`config.mk`:
```
export PLATFORM = sky130hd
export DESIGN_NAME = q2e_cordic_cell
export DESIGN_NICKNAME = d
export VERILOG_FILES = /design/src/sv/q2e_pkg.sv /design/src/sv/q2e_cordic_cell.sv
export SDC_FILE = /design/constraint.sdc
export NUM_CORES = 2
export LEC_CHECK = 0
export BUFFER_PORTS_ARGS = -buffer_cell sky130_fd_sc_hd__buf_2
export CORE_MARGIN = 2
export CORE_UTILIZATION = 40
export CTS_CLUSTER_SIZE = 14
export DETAILED_ROUTE_END_ITERATION = 8
export PLACE_DENSITY = 0.65
export SYNTH_ARGS = -nofsm -noshare
export SYNTH_HDL_FRONTEND = slang
export SYNTH_SLANG_ARGS = --single-unit
export TNS_END_PERCENT = 5
```
`constraint.sdc`:
```
create_clock -name clk -period 0.85 [get_ports clk]
set_input_delay 0.0425 -clock clk [delete_from_list [all_inputs] [get_ports clk]]
set_output_delay 0.0425 -clock clk [all_outputs]
set_load 0.005 [all_outputs]
```
`src/sv/q2e_pkg.sv`:
```
`default_nettype none
package q2e_pkg;
	localparam int CORDIC_STEPS = 14;
	localparam int ANGLE_FRAC_BITS = 13;
	localparam int TABLE_LEN = 24;

	localparam int QW = 16;
	localparam int PW = 32;
	localparam int SW = 34;
	localparam int S_W = 32;
	localparam int RW = 62;
	localparam int SQRT_TOP = 60;
	localparam int SQRT_STEPS = 31;
	localparam int SQRT_RES_W = 31;
	localparam int SQ_STEP_W = 5;
	localparam int VW = 46;
	localparam int ZW = 32;
	localparam int NORM_STEPS = 6;
	localparam int NORM_STEP_W = 3;
	localparam int NORM_SH_W = 6;
	localparam int NORM_BIT = 40;
	localparam int STEP_W = 5;
	localparam int OUT_W = 15;
	localparam int OUT_SHIFT = 30 - ANGLE_FRAC_BITS;

	localparam int LANES = 3;
	localparam int LANE_ROLL = 0;
	localparam int LANE_PITCH = 1;
	localparam int LANE_YAW = 2;

	typedef logic signed [ZW-1:0] angle_t;

	localparam angle_t HALF_PI = 32'sd1686629713;
	localparam logic signed [ZW:0] OUT_HI = (ZW+1)'((1 << (OUT_W - 1)) - 1);
	localparam logic signed [ZW:0] OUT_LO = -OUT_HI - (ZW+1)'(1);

	typedef struct packed {
		logic signed [SW-1:0]  rn;
		logic signed [SW-1:0]  rd;
		logic signed [SW-1:0]  yn;
		logic signed [SW-1:0]  yd;
		logic signed [S_W-1:0] s;
		logic                  clamp;
	} side_t;

	typedef struct packed {
		logic [RW-1:0] v;
		logic [RW-1:0] res;
		side_t         side;
	} root_t;

	typedef struct packed {
		logic signed [VW-1:0] n;
		logic signed [VW-1:0] d;
		angle_t               z;
		logic                 hold;
	} lane_t;

	typedef lane_t [LANES-1:0] lanes_t;

	typedef struct packed {
		lanes_t lane;
		logic   clamp;
	} vec_t;

	function automatic angle_t atan_entry(input logic [STEP_W-1:0] i);
		angle_t a;
		case (i)
			5'd0:    a = 32'sh3243F6A8;
			5'd1:    a = 32'sh1DAC6705;
			5'd2:    a = 32'sh0FADBAFC;
			5'd3:    a = 32'sh07F56EA6;
			5'd4:    a = 32'sh03FEAB76;
			5'd5:    a = 32'sh01FFD55B;
			5'd6:    a = 32'sh00FFFAAA;
			5'd7:    a = 32'sh007FFF55;
			5'd8:    a = 32'sh003FFFEA;
			5'd9:    a = 32'sh001FFFFD;
			5'd10:   a = 32'sh000FFFFF;
			5'd11:   a = 32'sh0007FFFF;
			5'd12:   a = 32'sh0003FFFF;
			5'd13:   a = 32'sh0001FFFF;
			5'd14:   a = 32'sh0000FFFF;
			5'd15:   a = 32'sh00007FFF;
			5'd16:   a = 32'sh00003FFF;
			5'd17:   a = 32'sh00001FFF;
			5'd18:   a = 32'sh00000FFF;
			5'd19:   a = 32'sh000007FF;
			5'd20:   a = 32'sh000003FF;
			5'd21:   a = 32'sh000001FF;
			5'd22:   a = 32'sh000000FF;
			5'd23:   a = 32'sh0000007F;
			default: a = '0;
		endcase
		return a;
	endfunction

	// clamp to +-pi/2, round half up, saturate to the output width
	function automatic logic [OUT_W-1:0] to_out(input angle_t z);
		angle_t zc;
		logic signed [ZW:0] r;
		zc = (z > HALF_PI) ? HALF_PI : ((z < -HALF_PI) ? -HALF_PI : z);
		r = ((ZW+1)'(zc) + ((ZW+1)'(1) <<< (OUT_SHIFT - 1))) >>> OUT_SHIFT;
		if (r > OUT_HI) begin
			r = OUT_HI;
		end else if (r < OUT_LO) begin
			r = OUT_LO;
		end
		return r[OUT_W-1:0];
	endfunction
endpackage
`default_nettype wire

```
`src/sv/q2e_cordic_cell.sv`:
```
`default_nettype none
module q2e_cordic_cell (
	input  logic                        clk,
	input  logic                        arst_n,
	input  logic                        en,
	input  logic                        vld_in,
	input  logic [q2e_pkg::STEP_W-1:0]  step,
	input  q2e_pkg::vec_t               d_in,
	output logic                        vld,
	output q2e_pkg::vec_t               d_out
);
	import q2e_pkg::*;

	logic vld_q;
	vec_t data_q, nxt;
	angle_t a;
	logic signed [VW-1:0] xs [LANES];
	logic signed [VW-1:0] ys [LANES];

	// vectoring rotation: drive n toward zero, accumulate angle
	always_comb begin
		nxt = d_in;
		a = atan_entry(step);
		for (int k = 0; k < LANES; k++) begin
			xs[k] = d_in.lane[k].d >>> step;
			ys[k] = d_in.lane[k].n >>> step;
			if (!d_in.lane[k].hold) begin
				if (!d_in.lane[k].n[VW-1]) begin
					nxt.lane[k].d = d_in.lane[k].d + ys[k];
					nxt.lane[k].n = d_in.lane[k].n - xs[k];
					nxt.lane[k].z = d_in.lane[k].z + a;
				end else begin
					nxt.lane[k].d = d_in.lane[k].d - ys[k];
					nxt.lane[k].n = d_in.lane[k].n + xs[k];
					nxt.lane[k].z = d_in.lane[k].z - a;
				end
			end
		end
	end

	always_ff @(posedge clk or negedge arst_n) begin
		if (!arst_n) begin
			vld_q <= 1'b0;
		end else if (en) begin
			vld_q <= vld_in;
		end
	end

	always_ff @(posedge clk) begin
		if (en) data_q <= nxt;
	end

	assign vld = vld_q;
	assign d_out = data_q;
endmodule
`default_nettype wire

```
* Word-level counts from Yosys, hierarchy flattened
Memories as Yosys holds them, arrays and structs flattened.
Index checks and enable logic that the tools add are counted.
** Storage, ports and cells
- Register bits after elaboration :: 377
- Bits in latches :: 0
- Memory bits (writable) :: 0
- ROM bits :: 960
- Output and inout port bits :: 377
- Word-level logic and storage cells :: 45
- Memories :: 1
** Cells by class
- Add/sub/neg operators :: 18
- Multipliers :: 0
- Divide/modulo/power cells :: 0
- $lt $le $gt $ge :: 0
- Equal/unequal tests :: 0
- Shift operators :: 6
- Muxes and demuxes :: 6
- Bitwise gates (word level) :: 0
- Reductions and logical operators :: 0
** Memory list
- (name not given) :: words 32, bits a word 30, read ports 1, clocked after Yosys merged registers in 0, write ports 0, line q2e_pkg.sv:68 : case (i)
** Operators by type and width (number)
- $mux 124 :: 6
- $add 46x46->46 :: 6
- $sshr 46x5->46 :: 6
- $sub 46x46->46 :: 6
- $add 32x32->32 :: 3
- $sub 32x32->32 :: 3

* Longest topological paths before layout
- Word-level depth :: 4
- Gate-level depth with buffers :: 36

* Worst setup path after synthesis
No wires, ideal clock.
- Path kind :: input port to flip-flop
- From :: input port step[0] in the netlist's numbering
- To :: register data_q (netlist bit d_out[158]) (data pin)
- Setup time :: 0.260 ns
- Data arrival time :: 6.560 ns
- Required time :: 0.590 ns
- Slack :: -5.970 ns
- Cell stages on the path :: 36
- Path buffers :: 12
- Cells stage by stage :: buf_6 -> inv_1 -> buf_2 -> buf_6 -> buf_6 -> buf_2 -> buf_2 -> buf_2 -> buf_2 -> buf_2 -> ha_1 -> nor2b_1 -> o21ai_0 -> o21a_1 -> inv_1 -> ha_1 -> nor3b_1 -> and3b_1 -> clkbuf_1 -> and2_1 -> clkbuf_1 -> clkbuf_1 -> nor2_1 -> mux2i_1 -> ha_1 -> and4_1 -> nand3_1 -> a211oi_1 -> o21ai_0 -> o21ai_0 -> o21a_1 -> nand4_1 -> a31oi_1 -> mux2i_1 -> nor2_1 -> xor2_1
** RTL lines
- start: declaration :: line q2e_cordic_cell.sv:7 : input logic [q2e_pkg::STEP_W-1:0] step,
- end signal: assignment :: line q2e_cordic_cell.sv:50 : if (en) data_q <= nxt;
- end: declaration :: line q2e_cordic_cell.sv:15 : vec_t data_q, nxt;

==> qor.txt <==
DIE AREA - 153000 um2
Tcrit/Tclk final - 6.46
Avg Inst Size Synth - 8.60 um2
FF+latch count, synth - 377
number of flops mapped to enable cells by yosys - 376
Achievable Freq - 182 MHz
setup TNS - -1507.40 ns
CP endpoint kind - register
Root Buffer - clkbuf_16
Hold/Removal Path Class - in2reg
vias in the first global route - 75500
Cell Pwr Density - 1470 nW/um2
synth warn - 0
Power Total - 0.148 W
Seq/Total Area, Yosys - 0.188
Vias/cell - 5.90
first-pass GRT wire length - 461000 um
antenna violations before repair - 23
Clock Sinks - 377
io pins - 762
# port buffers - 761
post-synth top area cell - edfxtp_1
Layout Skew - 0 ns
vias post-DR - 76800
Post-route DRC - 2
number of detailed-route iterations in the first pass - 9
M2 GR Usage - 0.638
Area contributors post-synth - edfxtp_1 (19%), mux4_2 (11%), ha_1 (8.5%)
wire per inst - 24.5 um
area delta synth->final - 67.6%
GRT Max-Usage Layer - met2
post-route ant nets - 0
top cell type's share of synthesized area - 0.188
# Max-Cap Violations - 0
worst-margin pin slew - 0.906 ns
Startpoint Class - input port
post-DP HPWL - 247000 um
setup violators final - 1098
fin. max-slew vios - 0
CP Max Fanout - 7
VDD IR max - 1.77 mV
worst hold start - d_in[253]
Core ar. - 150000 um2
hold_ws - -0.117 ns
Starting DRT DRC Count - 7008
maximum clock insertion buffer count - 3
asr flop ratio synth - 0.00265
cell area after synthesis - 60100 um2
FILL cells - 12200
worst r2r src - vld$_DFFE_PN0P_
GR met3 Demand/Resource - 0.0690
post-layout util - 0.673
Worst EP required - 1.27 ns
status - finished, violations left
unrepaired setup endpoints after global routing - yes
Starting Density - 0.402
crit path DAT - 5.91 ns
failing checks - DRC, hold timing, setup timing
synth unique cells - 114
M1 GR Usage - 0.499
layout cells sized above 1 - 0.488
Final #Nets - 11800
Rows - 142
final hold violation count - 3
Global Route Usage Sum - 0.392
CP Launch Point - step[1]
Slew headroom - 0.390
gpl congestion - 1.06
largest net degree at the start of global routing - 135
total gr overflow - 0
fin crit period - 5.49 ns
top_reg_cell synth - edfxtp_1
Final Routed Wirelength - 319000 um
Die Ht - 392 um
syn_nets - 7791
leak pwr - 46.0 nW
H-tree Lvls - 2
CP Class - in2reg
Die W - 392 um
setup slack after layout - -4.64 ns
clock-pin slew on the worst setup and hold paths - 0.06 ns
CTS tree - done
Cells after Synth - 6989
crit-path max cell delay - 0.43 ns
CTS buffer count - 44
CP max-delay cell - a2111o_1
Worst-Skew Late Latency - 0.65 ns
through the flow:
stage                     setup WS [ns]  cells  hold WS (ns)  cell area (um2)
after floorplan                   -4.91   6989        -0.253            61000
after global placement            -5.53  12200        -0.183            87700
after detailed placement          -5.63  12200        -0.181            87700
after CTS                         -4.29  12900        -0.145            97200
after global routing              -4.72  13000        -0.106           101000
final                             -4.64  13000        -0.117           101000
worst paths after layout:
kind                                   endpoint  slack [ns]  depth (start not counted)
setup / recovery           d_out[189]$_DFFE_PP_       -4.64                         31
hold / removal             d_out[253]$_DFFE_PP_       -0.12                          3
setup reg to reg                vld$_DFFE_PN0P_        0.10                          1
hold reg to reg                 vld$_DFFE_PN0P_        0.52                          1
max in group asynchronous       vld$_DFFE_PN0P_        0.52                          3
min in group asynchronous       vld$_DFFE_PN0P_        0.22                          3
cells in the mapped netlist (25+ instances only):
| cell type | number |
|---|---|
| nand2_1 | 784 |
| o21ai_0 | 636 |
| a21oi_1 | 597 |
| nor2_1 | 478 |
| ha_1 | 408 |
| edfxtp_1 | 376 |
| mux4_2 | 302 |
| xnor2_1 | 295 |
| mux2i_1 | 264 |
| xor2_1 | 251 |
| clkbuf_1 | 244 |
| a21o_1 | 243 |
| mux2_2 | 181 |
| inv_1 | 125 |
| nor3_1 | 105 |
| a31oi_1 | 103 |
| nand3_1 | 101 |
| buf_2 | 91 |
| o21a_1 | 88 |
| a211oi_1 | 85 |
| and2_1 | 81 |
| nand2b_1 | 75 |
| o31ai_1 | 64 |
| and3_1 | 63 |
| buf_1 | 63 |
| nor2b_1 | 61 |
| o21bai_1 | 56 |
| nand4_1 | 52 |
| o211ai_1 | 49 |
| o22ai_1 | 45 |
| a22oi_1 | 42 |
| a221oi_1 | 31 |
| or2_2 | 29 |
| a21boi_0 | 28 |
| or3_1 | 28 |
| buf_6 | 27 |
| mux4_1 | 25 |
critical path: cells and delay by family:
family                     cells  cell delay (ns)
AOI/OAI and AO/OA             11             2.12
adders and majority gates      1             0.19
xor gates and xnor gates       2             0.52
muxes                          2             0.63
buffers and inverters         10             1.48
and+or+nand+nor                5             0.89
cells by family after synthesis:
family / synth area share
AO/OA/AOI/OAI: 0.243
AND/OR/NAND/NOR: 0.155
multiplexers: 0.202
buffers and inverters: 0.0434
XOR/XNOR: 0.0803
adder cells (fa/ha/maj): 0.0879
flip-flops: 0.188
cells in the final DEF, fill, tap and decap left out, types with 44 or more instances in the layout:
master         Yosys  final
a211oi_1          85     59
a21o_1           243    243
a21oi_1          597    482
a21oi_2            0    100
a31oi_1          103     84
and2_1            81     60
buf_12             3     85
buf_2             91    749
buf_4             17   3044
buf_6             27     85
clkbuf_16          0     50
dlygate4sd3_1      0    352
edfxtp_1         376    376
ha_1             408    342
ha_4               0     49
inv_1            125    120
mux2_2           181    146
mux2i_1          264    220
mux4_2           302    315
nand2_1          784    763
nand2b_1          75     71
nand3_1          101     74
nand4_1           52     52
nor2_1           478    431
nor2b_1           61     49
nor3_1           105     80
o211ai_1          49     49
o21a_1            88     84
o21ai_0          636    476
o21ai_1           10    128
o21bai_1          56     51
o31ai_1           64     44
xnor2_1          295    263
xor2_1           251    231
sequential cells by signal, summed over array words and instances (netlist names):
| name | cells |
|---|---|
| d_out | 376 |
| vld | 1 |
final cells by class:
| type | count | area, um2 | area share |
|---|---|---|---|
| Clock inverter | 26 | 343 | 0.00340 |
| Clock buffer | 54 | 1160 | 0.0115 |
| Multi-Input combinational cell | 6035 | 51000 | 0.506 |
| Timing Repair Buffer | 4360 | 33900 | 0.336 |
| Inverter | 131 | 514 | 0.00510 |
| Tap cell | 2016 | 2520 | 0.0250 |
| Sequential cell | 377 | 11300 | 0.112 |
| Antenna cell | 10 | 25.0 | 0.000248 |
routing by layer:
metal / share of wire / wire (um) / vias up
met5: 0.00033 / 106 / -
met4: 0.061 / 19400 / 14
met3: 0.092 / 29200 / 976
met2: 0.46 / 145000 / 3993
met1: 0.39 / 125000 / 37200
li1: - / - / 34600
report_power, final:
| group | switching (W) | internal, W | total, W |
|---|---|---|---|
| logic | 0.0504 | 0.0515 | 0.102 |
| registers | 0.000983 | 0.0247 | 0.0257 |
| clock network | 0.00879 | 0.0116 | 0.0204 |
repair_timing:
action | in CTS | in global routing
hold buffers | 351 | 1
gates resized for setup | 601 | 519
endpoints found under the hold margin | 381 | 4
setup endpoints to repair | 749 | 1103
pin swaps | 298 | 411
setup buffers | 196 | 147
gates cloned | 15 | 6
(Power assumes the default switching activity.)
