===== config.mk =====
export PLATFORM = sky130hd
export DESIGN_NAME = q2e_norm_cell
export DESIGN_NICKNAME = d
export VERILOG_FILES = /design/src/sv/q2e_pkg.sv /design/src/sv/q2e_norm_cell.sv
export SDC_FILE = /design/constraint.sdc
export NUM_CORES = 2
export LEC_CHECK = 0
export ABC_AREA = 1
export BUFFER_PORTS_ARGS = -buffer_cell sky130_fd_sc_hd__buf_2
export CORE_UTILIZATION = 30
export CTS_CLUSTER_SIZE = 28
export DETAILED_ROUTE_END_ITERATION = 10
export SYNTH_ARGS = -nofsm -noshare
export SYNTH_HDL_FRONTEND = slang
export SYNTH_SLANG_ARGS = --single-unit

===== constraint.sdc =====
create_clock -name clk -period 0.8 [get_ports clk]
set_input_delay 0.16 -clock clk [delete_from_list [all_inputs] [get_ports clk]]
set_output_delay 0.16 -clock clk [all_outputs]
set_load 0.01 [all_outputs]

===== src/sv/q2e_pkg.sv =====
`default_nettype none
package q2e_pkg;
	localparam int CORDIC_STEPS = 14;
	localparam int ANGLE_FRAC_BITS = 13;
	localparam int TABLE_LEN = 24;

	localparam int QW = 16;
	localparam int PW = 32;
	localparam int SW = 34;
	localparam int S_W = 32;
	localparam int RW = 62;
	localparam int SQRT_TOP = 60;
	localparam int SQRT_STEPS = 31;
	localparam int SQRT_RES_W = 31;
	localparam int SQ_STEP_W = 5;
	localparam int VW = 46;
	localparam int ZW = 32;
	localparam int NORM_STEPS = 6;
	localparam int NORM_STEP_W = 3;
	localparam int NORM_SH_W = 6;
	localparam int NORM_BIT = 40;
	localparam int STEP_W = 5;
	localparam int OUT_W = 15;
	localparam int OUT_SHIFT = 30 - ANGLE_FRAC_BITS;

	localparam int LANES = 3;
	localparam int LANE_ROLL = 0;
	localparam int LANE_PITCH = 1;
	localparam int LANE_YAW = 2;

	typedef logic signed [ZW-1:0] angle_t;

	localparam angle_t HALF_PI = 32'sd1686629713;
	localparam logic signed [ZW:0] OUT_HI = (ZW+1)'((1 << (OUT_W - 1)) - 1);
	localparam logic signed [ZW:0] OUT_LO = -OUT_HI - (ZW+1)'(1);

	typedef struct packed {
		logic signed [SW-1:0]  rn;
		logic signed [SW-1:0]  rd;
		logic signed [SW-1:0]  yn;
		logic signed [SW-1:0]  yd;
		logic signed [S_W-1:0] s;
		logic                  clamp;
	} side_t;

	typedef struct packed {
		logic [RW-1:0] v;
		logic [RW-1:0] res;
		side_t         side;
	} root_t;

	typedef struct packed {
		logic signed [VW-1:0] n;
		logic signed [VW-1:0] d;
		angle_t               z;
		logic                 hold;
	} lane_t;

	typedef lane_t [LANES-1:0] lanes_t;

	typedef struct packed {
		lanes_t lane;
		logic   clamp;
	} vec_t;

	function automatic angle_t atan_entry(input logic [STEP_W-1:0] i);
		angle_t a;
		case (i)
			5'd0:    a = 32'sh3243F6A8;
			5'd1:    a = 32'sh1DAC6705;
			5'd2:    a = 32'sh0FADBAFC;
			5'd3:    a = 32'sh07F56EA6;
			5'd4:    a = 32'sh03FEAB76;
			5'd5:    a = 32'sh01FFD55B;
			5'd6:    a = 32'sh00FFFAAA;
			5'd7:    a = 32'sh007FFF55;
			5'd8:    a = 32'sh003FFFEA;
			5'd9:    a = 32'sh001FFFFD;
			5'd10:   a = 32'sh000FFFFF;
			5'd11:   a = 32'sh0007FFFF;
			5'd12:   a = 32'sh0003FFFF;
			5'd13:   a = 32'sh0001FFFF;
			5'd14:   a = 32'sh0000FFFF;
			5'd15:   a = 32'sh00007FFF;
			5'd16:   a = 32'sh00003FFF;
			5'd17:   a = 32'sh00001FFF;
			5'd18:   a = 32'sh00000FFF;
			5'd19:   a = 32'sh000007FF;
			5'd20:   a = 32'sh000003FF;
			5'd21:   a = 32'sh000001FF;
			5'd22:   a = 32'sh000000FF;
			5'd23:   a = 32'sh0000007F;
			default: a = '0;
		endcase
		return a;
	endfunction

	// clamp to +-pi/2, round half up, saturate to the output width
	function automatic logic [OUT_W-1:0] to_out(input angle_t z);
		angle_t zc;
		logic signed [ZW:0] r;
		zc = (z > HALF_PI) ? HALF_PI : ((z < -HALF_PI) ? -HALF_PI : z);
		r = ((ZW+1)'(zc) + ((ZW+1)'(1) <<< (OUT_SHIFT - 1))) >>> OUT_SHIFT;
		if (r > OUT_HI) begin
			r = OUT_HI;
		end else if (r < OUT_LO) begin
			r = OUT_LO;
		end
		return r[OUT_W-1:0];
	endfunction
endpackage
`default_nettype wire


===== src/sv/q2e_norm_cell.sv =====
`default_nettype none
module q2e_norm_cell (
	input  logic                             clk,
	input  logic                             arst_n,
	input  logic                             en,
	input  logic                             vld_in,
	input  logic [q2e_pkg::NORM_STEP_W-1:0]  step,
	input  q2e_pkg::vec_t                    d_in,
	output logic                             vld,
	output q2e_pkg::vec_t                    d_out
);
	import q2e_pkg::*;

	logic vld_q;
	vec_t data_q, nxt;
	logic [NORM_SH_W-1:0] sh;
	logic [VW-1:0] lim;
	logic [VW-1:0] an [LANES];
	logic [VW-1:0] ad [LANES];
	logic [VW-1:0] m [LANES];

	// binary leading-zero shift: 32, 16, 8, 4, 2, 1 toward 2^40
	always_comb begin
		nxt = d_in;
		sh = NORM_SH_W'(1) << (NORM_STEP_W'(NORM_STEPS - 1) - step);
		lim = VW'(1) << (7'(NORM_BIT + 1) - {1'b0, sh});
		for (int k = 0; k < LANES; k++) begin
			an[k] = d_in.lane[k].n[VW-1] ? VW'(-d_in.lane[k].n) : VW'(d_in.lane[k].n);
			ad[k] = d_in.lane[k].d[VW-1] ? VW'(-d_in.lane[k].d) : VW'(d_in.lane[k].d);
			m[k] = (an[k] > ad[k]) ? an[k] : ad[k];
			if (m[k] < lim) begin
				nxt.lane[k].n = d_in.lane[k].n <<< sh;
				nxt.lane[k].d = d_in.lane[k].d <<< sh;
			end
		end
	end

	always_ff @(posedge clk or negedge arst_n) begin
		if (!arst_n) begin
			vld_q <= 1'b0;
		end else if (en) begin
			vld_q <= vld_in;
		end
	end

	always_ff @(posedge clk) begin
		if (en) data_q <= nxt;
	end

	assign vld = vld_q;
	assign d_out = data_q;
endmodule
`default_nettype wire


# Yosys cells after proc, flatten, opt, wreduce, memory -nomap -nowiden
# Cells that the tools add are included.
dict set report totals {
  reg_bits 377
  inputBits 383
  output_inout_bits 377
}
dict set report classes {
  n_addsub 8
  n_lt_le_gt_ge 6
  n_shift 8
  muxes 12
}
# operator count
set ops {}
lappend ops {{46-bit two-way mux} 9}
lappend ops {{92-bit two-way mux} 3}
lappend ops {{46-bit negation} 6}
lappend ops {{46-bit by 6-bit <<< shifter with 46-bit output} 6}
lappend ops {{46-bit > comparator} 3}
lappend ops {{46-bit less-than comparator} 3}
lappend ops {{1-bit by 7-bit left shift with 46-bit output, first input constant} 1}
lappend ops {{6-bit by 6-bit subtractor with 7-bit output, first input constant} 1}
lappend ops {{1-bit by 3-bit left shift with 6-bit output, first input constant} 1}
lappend ops {{3-bit subtractor, first input constant} 1}

# Logic depth before layout (Yosys ltp)
dict set report depth {
  word_depth 6
  depth_mapped 45
  ltp_nobuf 41
}

# Worst setup path before layout
# No wires, ideal clock.
dict set report synth_path {
  path_kind {input -> register}
  start {input port d_in[160] in the netlist's numbering}
  end {register data_q, in the netlist d_out[169] (data pin)}
  setup_time_ns 0.131
  t_arrival_ns 5.422
  required_ns 0.669
  setup_slack_ns -4.754
  cell_stages 42
  path_cell_list {inv_1 -> ha_1 -> inv_1 -> nor3_1 -> nand3_1 -> nor2_1 -> nand4_1 -> nor2_1 -> nand2_1 -> nor2_2 -> nand2_1 -> nand2_1 -> o21ai_1 -> a21oi_1 -> xor2_1 -> ha_1 -> nand2_1 -> nor2_1 -> (+6 left out) -> nand2_1 -> inv_1 -> clkbuf_1 -> clkbuf_1 -> nand2_1 -> o21ai_0 -> ha_1 -> a21oi_1 -> nor2_1 -> a211oi_1 -> o221ai_1 -> nand2_1 -> o2111ai_1 -> a31oi_1 -> clkbuf_1 -> clkbuf_1 -> nand3_1 -> nand2_1}
}
# element line_no
set synth_rtl {}
lappend synth_rtl {{from (decl)} q2e_norm_cell.sv:8} ;# input q2e_pkg::vec_t d_in,
lappend synth_rtl {{to (signal assigned)} q2e_norm_cell.sv:47} ;# if (en) data_q <= nxt;
lappend synth_rtl {{to (decl)} q2e_norm_cell.sv:15} ;# vec_t data_q, nxt;

==> impl_summary.txt <==
----------------------------------------------------
[Synth]
  Synth Instances ... 6525
  Number of unique standard cell types used by synthesis ... 69
  Synth area leader ... edfxtp_1
  Syn Area/Cell ... 6.57 um^2
  Synthesized area ... 42800 um^2
  Fraction of registers with async set/reset ... 0.265%
  Count of warnings emitted by yosys ... 0
  Most common flop cell mapped by yosys ... edfxtp_1
  Sequential element share of the synthesized area ... 26.4%
  Flip-flop and latch count after synthesis ... 377
  Number of enable flip-flop cells after synthesis ... 376
  Share of the synthesized area in the top cell type ... 26.4%
  Leading cell types by total area after synthesis ... edfxtp_1 (26%), nand2_1 (17%), ha_1 (8.3%)

[Layout]
  Layout cells sized above 1 ... 43.4%
  Top library cells by usage in the layout, fill and taps aside ... buf_4 (1816), nand2_1 (1420), buf_2 (720)
  Most common cell after layout, fill and taps aside ... buf_4
  Finished layout cell area ... 76200 um^2
  Storage cell area ... 11300 um^2
  FILL cells ... 13057
  Area growth from synthesis to final layout ... 77.9%
  Nets@finish ... 9874
  Area used by multi-input combinational logic ... 33200 um^2

[Detailed routing]
  DRC violations left ... 0
  Number of vias in the routed layout ... 62440
  Wire length per cell after detailed routing ... 26.3 um
  DRC violation total after the first TritonRoute iteration ... 9109
  Via density ... 5.59
  Number of routed nets with antenna violations ... 0
  Total detailed-routing wirelength ... 294000 um
  Router iterations before antenna repair ... 6

[STA]
  Setup slack after layout ... -4.72 ns
  Transition at the pin with the smallest max-transition slack ... 1.13 ns
  Fin Setup TNS ... -1463.29 ns
  Min Clock Period, post-route ... 5.52 ns
  Final Skew ... 0 ns
  Unrepaired setup endpoints after global routing ... true
  Period utilization ... 690%
  Max Clk Rate ... 181 MHz
  Number of setup violations in the final report ... 653
  Hold Fails Final Rpt ... 0
  Number of max-slew violations in the final report ... 0
  Worst slew margin ... 24.8%

[Critical path]
  Crit start category ... primary input
  Critical Setup Path Class ... in2reg
  Cell count of the worst reg-to-reg path ... 1
  Capturing point of the worst reg2reg path ... vld
  Highest fanout seen on the critical path ... 8
  Endpoint required time on the critical path ... 1.18 ns
  Worst stage delay on the critical path ... 0.32 ns
  Slowest library cell on the worst path ... ha_1
  Nature of the critical path endpoint ... register
  Origin of the critical flop-to-flop path ... vld
  Worst endpoint data arrival time ... 5.90 ns
  Setup slack of the most critical reg-to-reg path ... 0.06 ns

[Placed design]
  Detailed Place HPWL ... 224000 um
  Gp weighted congestion ... 1.08
  Total of buffers placed on input and output ports ... 759
  Area after DPL ... 61900 um^2

[GRT]
  Vias in the first global route ... 58357
  Overall overflow remaining after global route ... 0
  Global-route wire length before repair ... 407000 um
  Initial antenna violation count ... 66
  Pin count of the biggest net entering global routing ... 159
  Total GRT Usage ... 38.2%

[CTS]
  Clock transition at the registers of the reported paths ... 0.06 ns
  Number of clock sinks seen by CTS ... 377
  Level count of the clock H-tree ... 2
  Clock buffer depth ... 3
  Clock latency at the later pin of the worst-skew pair ... 0.62 ns
  CTS Buf Count ... 41
  Root Buffer Master ... clkbuf_16
  TritonCTS clock tree ... done

[Status]
  Outcome ... finished with violations
  Failing checks ... negative setup slack

[Power]
  Leakage ... 36.6 nW
  Switch Pwr ... 65.6 mW
  P per Cell Area ... 1950 nW/um^2
  Switching part of the total ... 44.1%
  Int Power ... 83.2 mW
  Part of the power in registers ... 21.0%
  Worst vdd rail ir drop ... 1510 uV
  Overall power after layout ... 149 mW
  Combinational power share ... 65.5%
  Relative contribution of the clock network to total power ... 13.5%

[Die]
  Area of the placeable core ... 142000 um^2
  Initial cell density of the core ... 30.3%
  Die footprint ... 144000 um^2
  Die Span Y ... 380 um
  Count of pins on the block boundary ... 760
  Number of placement rows ... 138
  Width of the chip ... 380 um

[Hold path]
  Worst Hold Endpoint ... d_out[304]
  Worst hold start ... d_in[304]
  Class of the most critical hold timing path ... in2reg
  Count of cells along the worst hold path ... 4

[Run]
  Number of max-capacitance violations reported ... 0

----------------------------------------------------
-- stage by stage --
| stage | util (%) | std cells | setup WS, ns | hold WS (ns) |
|---|---|---|---|---|
| 6_report | 53.8 | 11165 | -4.72 | 0.00447 |
| 5_1_grt | 53.8 | 11153 | -5.00 | 0.00793 |
| 4_1_cts | 51.5 | 11076 | -4.48 | 0.000000222 |
| 3_5_place_dp | 43.7 | 10572 | -6.02 | -0.0496 |
| 3_3_place_gp | 43.7 | 10572 | -5.86 | -0.0448 |
| 2_1_floorplan | - | 6581 | -4.29 | -0.136 |
-- metal layers --
metal	track usage, %	vias to the layer above	wire (um)
li1	-	27602	-
met1	50.9	29397	116000
met2	55.1	4362	119000
met3	11.9	1031	40000
met4	19.1	48	19000
met5	0	-	310
-- worst max-delay path by stage --
stage | to | slack [ns] | cells after the start | startpoint
2_1_floorplan | d_out[329] | -4.29 | 40 | d_in[331]
3_3_place_gp | d_out[304] | -5.86 | 39 | d_in[349]
3_5_place_dp | d_out[305] | -6.02 | 42 | d_in[349]
4_1_cts | d_out[325] | -4.48 | 44 | d_in[330]
5_1_grt | d_out[313] | -5.00 | 43 | d_in[286]
6_report | d_out[57] | -4.72 | 40 | d_in[37]
-- synth_stat cells, types with 3 or more instances --
cell,count
nor2_2,12
nand3b_1,8
nand4_1,73
o211ai_1,125
a2111oi_0,3
buf_4,17
nor4_1,30
or2_1,3
nor3_1,63
edfxtp_1,376
o21ai_1,105
nand3_1,412
o221a_2,5
xor2_1,237
nor3_2,8
a22oi_1,10
o31ai_1,5
o221ai_1,156
inv_2,7
buf_2,129
nand2_2,5
xnor2_1,12
clkbuf_1,250
mux2i_1,27
and2_1,3
o21ai_0,522
nand2_1,1894
nor2_4,3
a31oi_1,21
a211oi_1,36
buf_1,53
o22ai_1,95
a21o_1,7
ha_1,283
o2111ai_1,20
clkinv_1,5
nor2_1,580
o21a_1,7
inv_1,627
a221oi_1,6
or2_2,7
a21oi_1,225
buf_6,3
o21bai_1,15
-- kinds of logic after synthesis --
family | synth area share (%)
simple gates | 29.8
other cells | 0.00875
compound gates | 19.6
buf+inv | 10.1
xor+xnor | 5.09
fa+ha+maj | 8.26
mux | 0.657
flops | 26.4
-- area by class of cell --
cell class | count | area share (%)
antenna | 35 | 0.115
clock buffer | 48 | 1.41
clock inverter | 27 | 0.397
inverter | 639 | 3.35
multi-input combinational | 5116 | 43.5
sequential | 377 | 14.8
tap | 1890 | 3.10
timing repair buffer | 3028 | 33.2
timing repair inverter | 5 | 0.0640
-- repair_timing --
item	in CTS	in global routing
gates resized for setup	1100	633
pin swaps	395	300
buffers inserted	179	58
gates cloned	97	21
hold buffers	166	0
hold endpoints to repair	165	0
setup endpoints to repair	653	653
-- critical path: cells and delay by family --
family / cells / cell delay, ns
simple gates: 18 / 2.37
buf+inv: 12 / 1.67
compound gates: 7 / 0.90
fa+ha+maj: 2 / 0.61
xor+xnor: 1 / 0.17
-- sequential cells by signal (all words and copies together), names as in the netlist --
name	count
d_out	376
vld	1
-- power groups by stage --
stage / Clock [mW] / Combinational, mW / Sequential [mW]
after CTS: 20.2 / 85.0 / 30.8
final: 20.2 / 97.5 / 31.2
after floorplan: 0 / 29.5 / 31.8
after global placement: 0 / 61.7 / 31.2
after detailed placement: 0 / 62.4 / 31.1
after global routing: 20.9 / 101 / 31.2
Note: power is estimated with default switching activity, not from simulation.
