## config.mk

```make
export PLATFORM = sky130hd
export DESIGN_NAME = q2e_sqrt_cell
export DESIGN_NICKNAME = d
export VERILOG_FILES = /design/src/sv/q2e_pkg.sv /design/src/sv/q2e_sqrt_cell.sv
export SDC_FILE = /design/constraint.sdc
export NUM_CORES = 1
export LEC_CHECK = 0
export ABC_CLOCK_PERIOD_IN_PS = 1560
export BUFFER_PORTS_ARGS = -buffer_cell sky130_fd_sc_hd__buf_2
export CORE_ASPECT_RATIO = 0.7
export CORE_MARGIN = 5
export CORE_UTILIZATION = 37
export CTS_BUF_LIST = sky130_fd_sc_hd__clkbuf_4 sky130_fd_sc_hd__clkbuf_8
export DETAILED_ROUTE_END_ITERATION = 10
export GPL_ROUTABILITY_DRIVEN = 0
export PLACE_DENSITY_LB_ADDON = 0.3
export RECOVER_POWER = 25
export SETUP_SLACK_MARGIN = 0.05
export SLEW_MARGIN = 20
export SYNTH_ARGS = -nofsm -noshare
export SYNTH_HDL_FRONTEND = slang
export SYNTH_SLANG_ARGS = --single-unit
export TNS_END_PERCENT = 50
```

## constraint.sdc

```tcl
create_clock -name clk -period 1.56 [get_ports clk]
set_input_delay 0.312 -clock clk [delete_from_list [all_inputs] [get_ports clk]]
set_output_delay 0.312 -clock clk [all_outputs]
set_load 0.05 [all_outputs]
```

## src/sv/q2e_pkg.sv

```systemverilog
`default_nettype none
package q2e_pkg;
	localparam int CORDIC_STEPS = 14;
	localparam int ANGLE_FRAC_BITS = 13;
	localparam int TABLE_LEN = 24;

	localparam int QW = 16;
	localparam int PW = 32;
	localparam int SW = 34;
	localparam int S_W = 32;
	localparam int RW = 62;
	localparam int SQRT_TOP = 60;
	localparam int SQRT_STEPS = 31;
	localparam int SQRT_RES_W = 31;
	localparam int SQ_STEP_W = 5;
	localparam int VW = 46;
	localparam int ZW = 32;
	localparam int NORM_STEPS = 6;
	localparam int NORM_STEP_W = 3;
	localparam int NORM_SH_W = 6;
	localparam int NORM_BIT = 40;
	localparam int STEP_W = 5;
	localparam int OUT_W = 15;
	localparam int OUT_SHIFT = 30 - ANGLE_FRAC_BITS;

	localparam int LANES = 3;
	localparam int LANE_ROLL = 0;
	localparam int LANE_PITCH = 1;
	localparam int LANE_YAW = 2;

	typedef logic signed [ZW-1:0] angle_t;

	localparam angle_t HALF_PI = 32'sd1686629713;
	localparam logic signed [ZW:0] OUT_HI = (ZW+1)'((1 << (OUT_W - 1)) - 1);
	localparam logic signed [ZW:0] OUT_LO = -OUT_HI - (ZW+1)'(1);

	typedef struct packed {
		logic signed [SW-1:0]  rn;
		logic signed [SW-1:0]  rd;
		logic signed [SW-1:0]  yn;
		logic signed [SW-1:0]  yd;
		logic signed [S_W-1:0] s;
		logic                  clamp;
	} side_t;

	typedef struct packed {
		logic [RW-1:0] v;
		logic [RW-1:0] res;
		side_t         side;
	} root_t;

	typedef struct packed {
		logic signed [VW-1:0] n;
		logic signed [VW-1:0] d;
		angle_t               z;
		logic                 hold;
	} lane_t;

	typedef lane_t [LANES-1:0] lanes_t;

	typedef struct packed {
		lanes_t lane;
		logic   clamp;
	} vec_t;

	function automatic angle_t atan_entry(input logic [STEP_W-1:0] i);
		angle_t a;
		case (i)
			5'd0:    a = 32'sh3243F6A8;
			5'd1:    a = 32'sh1DAC6705;
			5'd2:    a = 32'sh0FADBAFC;
			5'd3:    a = 32'sh07F56EA6;
			5'd4:    a = 32'sh03FEAB76;
			5'd5:    a = 32'sh01FFD55B;
			5'd6:    a = 32'sh00FFFAAA;
			5'd7:    a = 32'sh007FFF55;
			5'd8:    a = 32'sh003FFFEA;
			5'd9:    a = 32'sh001FFFFD;
			5'd10:   a = 32'sh000FFFFF;
			5'd11:   a = 32'sh0007FFFF;
			5'd12:   a = 32'sh0003FFFF;
			5'd13:   a = 32'sh0001FFFF;
			5'd14:   a = 32'sh0000FFFF;
			5'd15:   a = 32'sh00007FFF;
			5'd16:   a = 32'sh00003FFF;
			5'd17:   a = 32'sh00001FFF;
			5'd18:   a = 32'sh00000FFF;
			5'd19:   a = 32'sh000007FF;
			5'd20:   a = 32'sh000003FF;
			5'd21:   a = 32'sh000001FF;
			5'd22:   a = 32'sh000000FF;
			5'd23:   a = 32'sh0000007F;
			default: a = '0;
		endcase
		return a;
	endfunction

	// clamp to +-pi/2, round half up, saturate to the output width
	function automatic logic [OUT_W-1:0] to_out(input angle_t z);
		angle_t zc;
		logic signed [ZW:0] r;
		zc = (z > HALF_PI) ? HALF_PI : ((z < -HALF_PI) ? -HALF_PI : z);
		r = ((ZW+1)'(zc) + ((ZW+1)'(1) <<< (OUT_SHIFT - 1))) >>> OUT_SHIFT;
		if (r > OUT_HI) begin
			r = OUT_HI;
		end else if (r < OUT_LO) begin
			r = OUT_LO;
		end
		return r[OUT_W-1:0];
	endfunction
endpackage
`default_nettype wire

```

## src/sv/q2e_sqrt_cell.sv

```systemverilog
`default_nettype none
module q2e_sqrt_cell (
	input  logic                            clk,
	input  logic                            arst_n,
	input  logic                            en,
	input  logic                            vld_in,
	input  logic [q2e_pkg::SQ_STEP_W-1:0]   step,
	input  q2e_pkg::root_t                  d_in,
	output logic                            vld,
	output q2e_pkg::root_t                  d_out
);
	import q2e_pkg::*;

	logic vld_q;
	root_t data_q, nxt;
	logic [RW-1:0] rbit, trial;

	// one result bit per cell, restoring square root
	always_comb begin
		nxt = d_in;
		rbit = RW'(1) << (7'(SQRT_TOP) - {1'b0, step, 1'b0});
		trial = d_in.res + rbit;
		if (d_in.v >= trial) begin
			nxt.v = d_in.v - trial;
			nxt.res = (d_in.res >> 1) + rbit;
		end else begin
			nxt.res = d_in.res >> 1;
		end
	end

	always_ff @(posedge clk or negedge arst_n) begin
		if (!arst_n) begin
			vld_q <= 1'b0;
		end else if (en) begin
			vld_q <= vld_in;
		end
	end

	always_ff @(posedge clk) begin
		if (en) data_q <= nxt;
	end

	assign vld = vld_q;
	assign d_out = data_q;
endmodule
`default_nettype wire

```

# After elaboration in Yosys (flattened, before gate mapping)
# Index checks and enable logic that the tools add are counted.
# totals
ramBits,0
mem_bits_ro,0
output_inout_bits,294
n_memories,0
latch_bits,0
in_bits,302
register_bits,294
wordCells,18
# classes
n_div,0
addsub,4
shifts,1
magnitude_cmp,1
n_reduce_logical,0
n_mul,0
eq_ne,0
muxes,2
bitwise_logic,0
# ops
op,n
adder 61 x 62 -> 62 bit,1
adder 62 bit,1
>= comparator 62 bit,1
2-to-1 mux 62 bit,1
"left shift 1 x 7 -> 62 bit, first input constant",1
subtractor 62 bit,1
2-to-1 mux 61 bit,1
"subtractor 6 x 6 -> 7 bit, first input constant",1

# Longest topological paths before layout
# Gate-level depths: netlist (run 1).
# depth
ltp_word,5
depth_mapped,33
mapped_depth_nobuf,29

# Least setup slack after synthesis (run 1)
# OpenSTA, ideal clock, no wires.
# synth_timing
path_type,input to register
start,input port step[1] (netlist bit)
end,"register data_q, in the netlist d_out[182], data pin"
setup_ns,0.270
path_buffers,5
slack_ns,-4.944
stages,31
arrival_time_ns,6.234
cell_sequence,buf_2 -> and2_1 -> ha_1 -> or2_2 -> clkbuf_1 -> nor2_1 -> ha_1 -> a21oi_1 -> o31ai_1 -> a21oi_1 -> nand4b_1 -> a32o_1 -> o31ai_2 -> a41o_1 -> nand2_1 -> o21ai_1 -> xnor2_1 -> ha_1 -> clkbuf_1 -> a21oi_1 -> o21bai_1 -> a21o_1 -> a21oi_1 -> o21ai_0 -> a21oi_1 -> o211ai_1 -> a21oi_1 -> clkbuf_1 -> clkbuf_1 -> nor2_1 -> xor2_1
# synth_lines
item,line_no,text
from (decl),q2e_sqrt_cell.sv:7,"input logic [q2e_pkg::SQ_STEP_W-1:0] step,"
to (signal assigned),q2e_sqrt_cell.sv:40,if (en) data_q <= nxt;
to (decl),q2e_sqrt_cell.sv:15,"root_t data_q, nxt;"

==> results of run 1 <==
## what timing repair did
item / in CTS / in global routing
pin swaps: 73 / 60
setup endpoints to repair: 418 / 418
setup buffers: 24 / 21
cloned: 10 / 4
endpoints found under the hold margin: 191 / 0
resized for setup: 321 / 325
hold buffers: 192 / 0
## synthesized netlist by cell type, types with 11 or more instances
master    instances  area [µm²]
edfxtp_1        293        8800
a21oi_1         159         796
and2_1           24         150
o21bai_1         24         180
nand4_1          39         244
nand3_1          36         180
clkbuf_1         65         244
xor2_1           79         692
inv_1            40         150
ha_1            108        1350
o21a_1           14         105
xnor2_1         118        1030
or3_1            14        87.6
nand2_1         174         653
a31oi_1          45         282
nor2_1          183         687
o21ai_0         114         571
nor2b_1          17         106
nand2b_1         18         113
a21o_1           45         338
and3_1           21         131
o31ai_1          11        82.6
nor3_1           36         180
## flip-flops by register name, summed over array words and instances (netlist names)
signal	flops
d_out	293
vld	1
## layer usage
metal | share of wire [%] | vias to the layer above | GRT usage [%] | routed length [µm]
met1 | 41 | 10100 | 36.9 | 35100
met5 | 0.14 | - | 0 | 115
li1 | - | 9961 | - | -
met2 | 47 | 1027 | 45.0 | 39800
met4 | 3.0 | 20 | 8.80 | 2550
met3 | 8.3 | 174 | 5.78 | 7040
## stage by stage
stage | util (%) | total power [mW]
2_1_floorplan | - | 15.7
3_3_place_gp | 54.8 | 19.5
3_5_place_dp | 54.8 | 19.6
4_1_cts | 63.7 | 28.7
5_1_grt | 66.2 | 30.7
6_report | 66.2 | 29.5
## final timing paths
path / from / to / slack [ns] / cells past startpoint
worst max register to register: vld / vld / 0.81 / 1
worst max-delay path: step[1] / d_out[198] / -3.71 / 29
max in group asynchronous: arst_n / vld / 0.91 / 3
worst min register to register: vld / vld / 0.52 / 1
min in group asynchronous: arst_n / vld / 0.55 / 3
worst min-delay path: d_in[264] / d_out[264] / 0.05 / 4
## report_power, final
group / switching [mW] / internal [mW] / total [mW]
logic: 6.96 / 4.81 / 11.8
clock network: 3.53 / 4.15 / 7.68
registers: 0.397 / 9.68 / 10.1
## final cells by class
class                   count  area share [%]
clock inverters            35            1.00
inverters                  41           0.461
clock buffers              56            2.18
diodes                     12          0.0899
well taps                 674            2.52
repair buffers           1506            35.0
flip-flops and latches    294            26.4
multi-input cells        1456            32.3
## kinds of logic (layout without fill, tap and decap cells)
family | after synthesis | after routing | share of synthesized area, %
and+or+nand+nor | 612 | 612 | 15.6
buffers and inverters | 119 | 1638 | 2.48
DFF | 294 | 294 | 46.9
muxes | 9 | 9 | 0.552
adders and majority gates | 119 | 119 | 7.83
other | 0 | 12 | 0
xor gates and xnor gates | 197 | 197 | 9.18
AOI/OAI and AO/OA | 519 | 519 | 17.5
==> impl_results.md, run 1 <==
- Outcome: complete, but fails checks
- Failing checks: setup timing
- Post-synth EDFFs: 293
- GRT Overall Usage: about 27%
- # DRC: 0
- Netlist cell types: 85
- Worst skew pair latency: ~0.61 ns
- Clk buf depth: 3
- Root Driver: clkbuf_8
- ANT nets after route: 0
- Vias/cell: around 5.2
- Total grt overflow: 0
- Final hold viol count: 0
- Antenna violations before repair: 21
- # rows: 69
- Most used DFF post-synth: edfxtp_1
- Commonest non-fill, non-tap cell in the layout: buf_4
- Synth-to-layout area growth: 77.7%
- Crit-path slowest cell: ha_1
- Fraction of registers with async set/reset: less than 1%
- Final setup viols: approximately 170
- Crit path DAT: roughly 5.6 ns
- Crit end category: register
- Area after DPL: 27700 µm²
- Total die area: around 55000 µm²
- Core footprint: 50500 µm²
- Worst-margin pin slew: roughly 1.3 ns
- Nets: between 3000 and 4000
- Vias in the first global route: 20900
- Yosys warns: 0
- Peak VDD IR: between 0.8 and 0.9 mV
- Buf/Inv on CP: 4
- Total wire length: roughly 85 mm
- Final Instance Area: between 30000 and 40000 µm²
- Final WS setup: -3.71 ns
- Slew headroom: 13.0%
- Min Tclk post-route: about 5.3 ns
- Post-synthesis register bit count: about 290
- F_max: 190 MHz
- Syn Std Cell Area: 18800 µm²
- H-tree Lvls: 2
- Num CTS Buffers: just under 50
- Initial core utilization: around 37%
- Vias: 21300
- Largest net degree at the start of global routing: 43
- Place WS: -4.43 ns
- Initial DRC count: around 1800
- Cell count after synthesis: between 1500 and 2000
- Footprint of the multi-input gates: about 11000 µm²
- Crit path kind: in -> reg
- Crit path largest cell delay: approximately 0.34 ns
- Syn Nets: between 2000 and 2500
- Reg clk slew, reported paths: approximately 0.08 ns
- Lkg Pwr: about 15 nW
- CP delay by family, top: simple AND/OR/NAND/NOR gates
- DP Cell Count: around 3700
- Clock Skew: 0 ns
- Crit-path max FO: 8
- Hold WS: about 0.047 ns
- Setup TNS: -449.50 ns
- Post-synthesis sequential area ratio: ~47%
- First-pass GRT wire length: about 120 mm
- First-pass detailed-route iteration total: 6
- Die Height: 199 µm
- Max Cap Viol: 0
- Clock sink count: roughly 290
- Syn avg cell area: around 10 µm²
- Avg WL per Cell: between 20 and 25 µm
- Final HPWL from detailed placement: between 60 and 70 mm
- Most frequent cells in the layout: buf_4 (670), buf_2 (444), edfxtp_1 (293), dlygate4sd3_1 (192), buf_6 (154)
- Register area: roughly 8800 µm²
- RSZ-0062 raised after global routing: true
- Port Buffers: ~600
- Finished Layout Cells: 4074
- Share of cells above drive strength 1: a little under half
- Critical Path RT: approximately 1.9 ns
- Critical path startpoint category: primary input
- Slew Limit Fails: 0
- Power Density: between 800 and 900 nW/µm²
- Die width: approximately 280 µm
- Final worst path period share: 338%
- # IOs: around 600
- TritonCTS clock tree: built
- Filler Cells Inserted: 3857
- Min-Delay Path Class: in -> reg
Note: power is estimated with default switching activity, not from simulation.
==> run 2: changes to the inputs <==
- SETUP_SLACK_MARGIN: 0.05 -> 0.5
==> impl_results.md, run 2 (synthesized netlist as in run 1, its figures left out) <==
- First-pass GRT wire length: ~120 mm
- Combinational share of power: about 40%
- Worst skew pair latency: between 0.6 and 0.7 ns
- Critical Path RT: 1.91 ns
- Min-Delay Path Class: in -> reg
- Final core occ: between 60 and 70%
- Failing checks: setup timing
- Hold WS: approximately 0.041 ns
- Power Density: slightly below 900 nW/µm²
- Setup TNS: -448.17 ns
- Slew Limit Fails: 0
- Filler Cells Inserted: approximately 3900
- Clk buf depth: 3
- CP delay by family, top: compound AO/OA/AOI/OAI gates
- Total die area: 55500 µm²
- H-tree Lvls: 2
- Initial DRC count: roughly 1900
- Nets: roughly 3800
- Slew headroom: between 10% and 20%
- Largest net degree at the start of global routing: between 40 and 50
- Crit end category: register
- Net Sw Frac: between 30% and 40%
- Crit path kind: in -> reg
- Final setup viols: approximately 180
- Vias: approximately 21000
- Synth-to-layout area growth: 77.8%
- Vias/cell: approximately 5.2
- Initial core utilization: 37.2%
- Total wire length: roughly 85 mm
- Vias in the first global route: 20900
- Share of cells above drive strength 1: between 40% and 50%
- Clock Skew: 0 ns
- Final HPWL from detailed placement: just over 60 mm
- Place WS: -4.43 ns
- Crit path DAT: between 5 and 6 ns
- GRT Overall Usage: between 20% and 30%
- Crit path largest cell delay: approximately 0.41 ns
- Port Buffers: between 500 and 600
- Die width: between 200 and 300 µm
- Reg clk slew, reported paths: 0.08 ns
- Antenna violations before repair: 21
- Num CTS Buffers: ~50
- Worst-margin pin slew: around 1.3 ns
- Total grt overflow: 0
- Avg WL per Cell: roughly 21 µm
- Commonest non-fill, non-tap cell in the layout: buf_4
- DP Cell Count: about 3700
- Core footprint: slightly above 50000 µm²
- Crit-path slowest cell: ha_1
- Final hold viol count: 0
- Final worst path period share: 337%
- # rows: between 60 and 70
- # DRC: 0
- Outcome: complete, but fails checks
- Peak VDD IR: 0.816 mV
- Finished Layout Cells: between 4000 and 5000
- RSZ-0062 raised after global routing: true
- Min Tclk post-route: 5.25 ns
- Crit-path max FO: 8
- Net Switching: 10.9 mW
- Most frequent cells in the layout: buf_4 (669), buf_2 (444), edfxtp_1 (293), dlygate4sd3_1 (192), buf_6 (155)
- Clock sink count: approximately 290
- Critical path startpoint category: primary input
- Lkg Pwr: around 15 nW
- # IOs: around 600
- Sequential share of power: 34.1%
- Max Cap Viol: 0
- Root Driver: clkbuf_8
- F_max: approximately 190 MHz
- Final WS setup: -3.69 ns
- Max reg flops: 293
- ANT nets after route: 0
- Die Height: a little under 200 µm
- Clock network power share: a little over a quarter
- TritonCTS clock tree: built
- Internal Power: roughly 19 mW
- Buf/Inv on CP: 4
- First-pass detailed-route iteration total: 6
[run 2: area by class of cell]
| cell class | instances | area [µm²] | share of cell area, % |
|---|---|---|---|
| inverters | 41 | 154 | 0.460 |
| repair buffers | 1506 | 11700 | 35.0 |
| well taps | 674 | 843 | 2.52 |
| multi-input cells | 1456 | 10800 | 32.4 |
| flip-flops and latches | 294 | 8820 | 26.4 |
| clock buffers | 56 | 727 | 2.17 |
| diodes | 11 | 27.5 | 0.0823 |
| clock inverters | 35 | 334 | 0.999 |
[run 2: repair_timing]
action	CTS	global route
endpoints found under the setup margin	418	418
buffers inserted	24	21
hold endpoints to repair	191	0
hold buffers	192	0
pin swaps	73	60
resized for setup	321	327
gates cloned	10	4
[run 2: tightest hold or removal path, stage by stage]
cell and delay (ns):
buf_2 0.09, buf_4 0.09, nand2_1 0.03, o21ai_0 0.05
[run 2: stage by stage]
step                area (µm²)  total power, mW
detailed placement       27700             19.6
finish                   33400             29.5
global placement         27700             19.5
floorplan                19200             15.7
global route             33400             30.7
CTS                      32200             28.7
[run 2: power by group through the flow]
stage               Sequential, mW  Combinational, mW  Clock, mW
floorplan                     12.8               2.83          0
global placement              10.1               9.37          0
detailed placement            10.1               9.49          0
CTS                           10.0               10.9       7.85
global route                  10.1               12.3       8.22
finish                        10.1               11.8       7.70
[run 2: final timing paths]
check	from	end	slack, ns	cells past startpoint
min in group asynchronous	arst_n	vld	0.55	3
hold / removal	d_in[264]	d_out[264]	0.04	4
setup / recovery	step[1]	d_out[198]	-3.69	29
hold reg to reg	vld	vld	0.52	1
setup reg to reg	vld	vld	0.81	1
max in group asynchronous	arst_n	vld	0.91	3
[run 2: routing by layer]
| layer | part of all wire [%] | vias up | global-route usage, % |
|---|---|---|---|
| met3 | 8.4 | 170 | 5.78 |
| met5 | 0.13 | - | 0 |
| met1 | 41 | 10100 | 36.9 |
| li1 | - | 9964 | - |
| met4 | 2.9 | 18 | 8.80 |
| met2 | 47 | 1027 | 45.0 |
==> run 3: changes to the inputs <==
- CELL_PAD_IN_SITES_DETAIL_PLACEMENT: default -> 1
- CELL_PAD_IN_SITES_GLOBAL_PLACEMENT: default -> 1
- GPL_TIMING_DRIVEN: default -> 0
==> impl_results.md, run 3 (synthesized netlist as in run 1, its figures left out) <==
- Critical R2R Launch: vld
- Largest net degree at the start of global routing: 102
- Crit path largest cell delay: 0.38 ns
- GRT Overall Usage: between 30% and 40%
- Commonest non-fill, non-tap cell in the layout: buf_2
- Initial core utilization: roughly 37%
- Crit-path slowest cell: ha_1
- First-pass GRT wire length: approximately 140 mm
- ANT nets after route: 0
- Vias: roughly 21000
- First-pass detailed-route iteration total: 6
- Num CTS Buffers: 49
- Net Sw Frac: about two fifths
- H-tree Lvls: 2
- Port Buffers: roughly 600
- Final WS setup: -4.50 ns
- Slew Limit Fails: 0
- CP startpoint: step[0]
- Clock sink count: about 290
- Vias in the first global route: between 20000 and 25000
- Crit path kind: in -> reg
- Final setup viols: 413
- Synth-to-layout area growth: 57.4%
- Final HPWL from detailed placement: 62.0 mm
- Crit-path max FO: 8
- Internal Power: around 17 mW
- Power Density: between 900 and 1000 nW/µm²
- Die width: ~280 µm
- Root Driver: clkbuf_8
- Critical Path RT: slightly below 2 ns
- Worst skew pair latency: approximately 0.64 ns
- Total die area: between 50000 and 60000 µm²
- F_max: 165 MHz
- Max Cap Viol: 0
- DP Cell Count: about 3100
- Clock network power share: around 25%
- Final hold viol count: 0
- Clk buf depth: 3
- Clock Skew: 0 ns
- Critical path startpoint category: primary input
- Initial DRC count: around 1900
- Crit path DAT: around 6.4 ns
- TritonCTS clock tree: built
- Die Height: 199 µm
- Outcome: complete, but fails checks
- Vias/cell: approximately 6
- Hold_sp: d_in[227]
- Min Tclk post-route: between 6 and 7 ns
- Finished Layout Cells: 3547
- Buf/Inv on CP: 7
- Combinational share of power: 39.8%
- Total wire length: roughly 100 mm
- Worst-margin pin slew: 1.46 ns
- # rows: 69
- Core footprint: around 51000 µm²
- Max reg flops: around 300
- Place WS: -6.34 ns
- Total grt overflow: 0
- Peak VDD IR: approximately 0.78 mV
- # IOs: 596
- CP delay by family, top: simple AND/OR/NAND/NOR gates
- Design Power: approximately 29 mW
- Crit end category: register
- Antenna violations before repair: 25
- Sequential share of power: 35.1%
- Reg clk slew, reported paths: about 0.08 ns
- Hold WS: a little under 0.04 ns
- Final worst path period share: 389%
- Lkg Pwr: between 10 and 15 nW
- Avg WL per Cell: ~28 µm
- # DRC: 0
- Min-Delay Path Class: in -> reg
- RSZ-0062 raised after global routing: true
- Share of cells above drive strength 1: 39.1%
- Most frequent cells in the layout: buf_2 (454), edfxtp_1 (293), dlygate4sd3_1 (196), nand2_1 (140), buf_6 (137)
- Filler Cells Inserted: 5536
- Failing checks: setup timing
- Net Switching: approximately 12 mW
- Slew headroom: approximately 2.9%
- Nets: 3226
- Final core occ: between 50% and 60%
## run 3: changes by cell type in the layout (fill, tap and decap cells not counted), moves of 10 or more
cell,change
buf_4,-585
a21oi_1,-37
clkbuf_1,+32
a21oi_2,+31
nor2_4,-20
buf_6,-18
clkbuf_16,+18
nor2_1,+14
diode_2,+13
nand2_1,-11
buf_2,+10
## run 3: layout make-up
cell class / count / area, µm² / area share [%]
multi-input combinational: 1456 / 11200 / 37.7
sequential: 294 / 8820 / 29.8
timing repair buffer: 895 / 6860 / 23.2
tap: 674 / 843 / 2.85
clock buffer: 63 / 779 / 2.63
buffer: 78 / 769 / 2.60
inverter: 41 / 154 / 0.520
clock inverter: 22 / 145 / 0.490
antenna: 24 / 60.1 / 0.203
## run 3: power by group through the flow
stage | logic (mW) | clock network, mW | registers, mW
floorplan | 2.83 | 0 | 12.8
global placement | 8.16 | 0 | 10.1
detailed placement | 8.35 | 0 | 10.0
CTS | 10.4 | 6.92 | 9.98
global route | 11.7 | 7.66 | 10.1
finish | 11.4 | 7.19 | 10.1
## run 3: path summary, 6_finish.rpt
check / to / slack, ns / cells after the start
max: d_out[224] / -4.50 / 35
min: d_out[226] / 0.04 / 2
max reg2reg: vld / 0.79 / 1
min reg2reg: vld / 0.55 / 1
max in group asynchronous: vld / 0.93 / 3
min in group asynchronous: vld / 0.53 / 3
## run 3: timing repair
item                                    CTS  global route
cloned                                   15             1
pin swaps                                77            62
endpoints found under the hold margin   195             0
endpoints found under the setup margin  481           482
hold buffers                            196             0
setup buffers                            57            35
resized for setup                       519           177
## run 3: layer usage
metal,part of all wire [%],vias up,GRT usage [%],routed length [µm]
met1,37,10200,38.8,36600
met4,5.4,4,13.9,5440
li1,-,8898,-,-
met2,49,1298,55.4,48800
met5,0.025,-,0,25
met3,9.1,349,7.17,9140
## run 3: per-stage QoR
step | setup TNS [ns] | cell area [µm²]
finish | -576.61 | 29600
global route | -615.74 | 29600
CTS | -503.20 | 28700
detailed placement | -725.52 | 23100
global placement | -1817.75 | 23000
floorplan | -493.98 | 19200
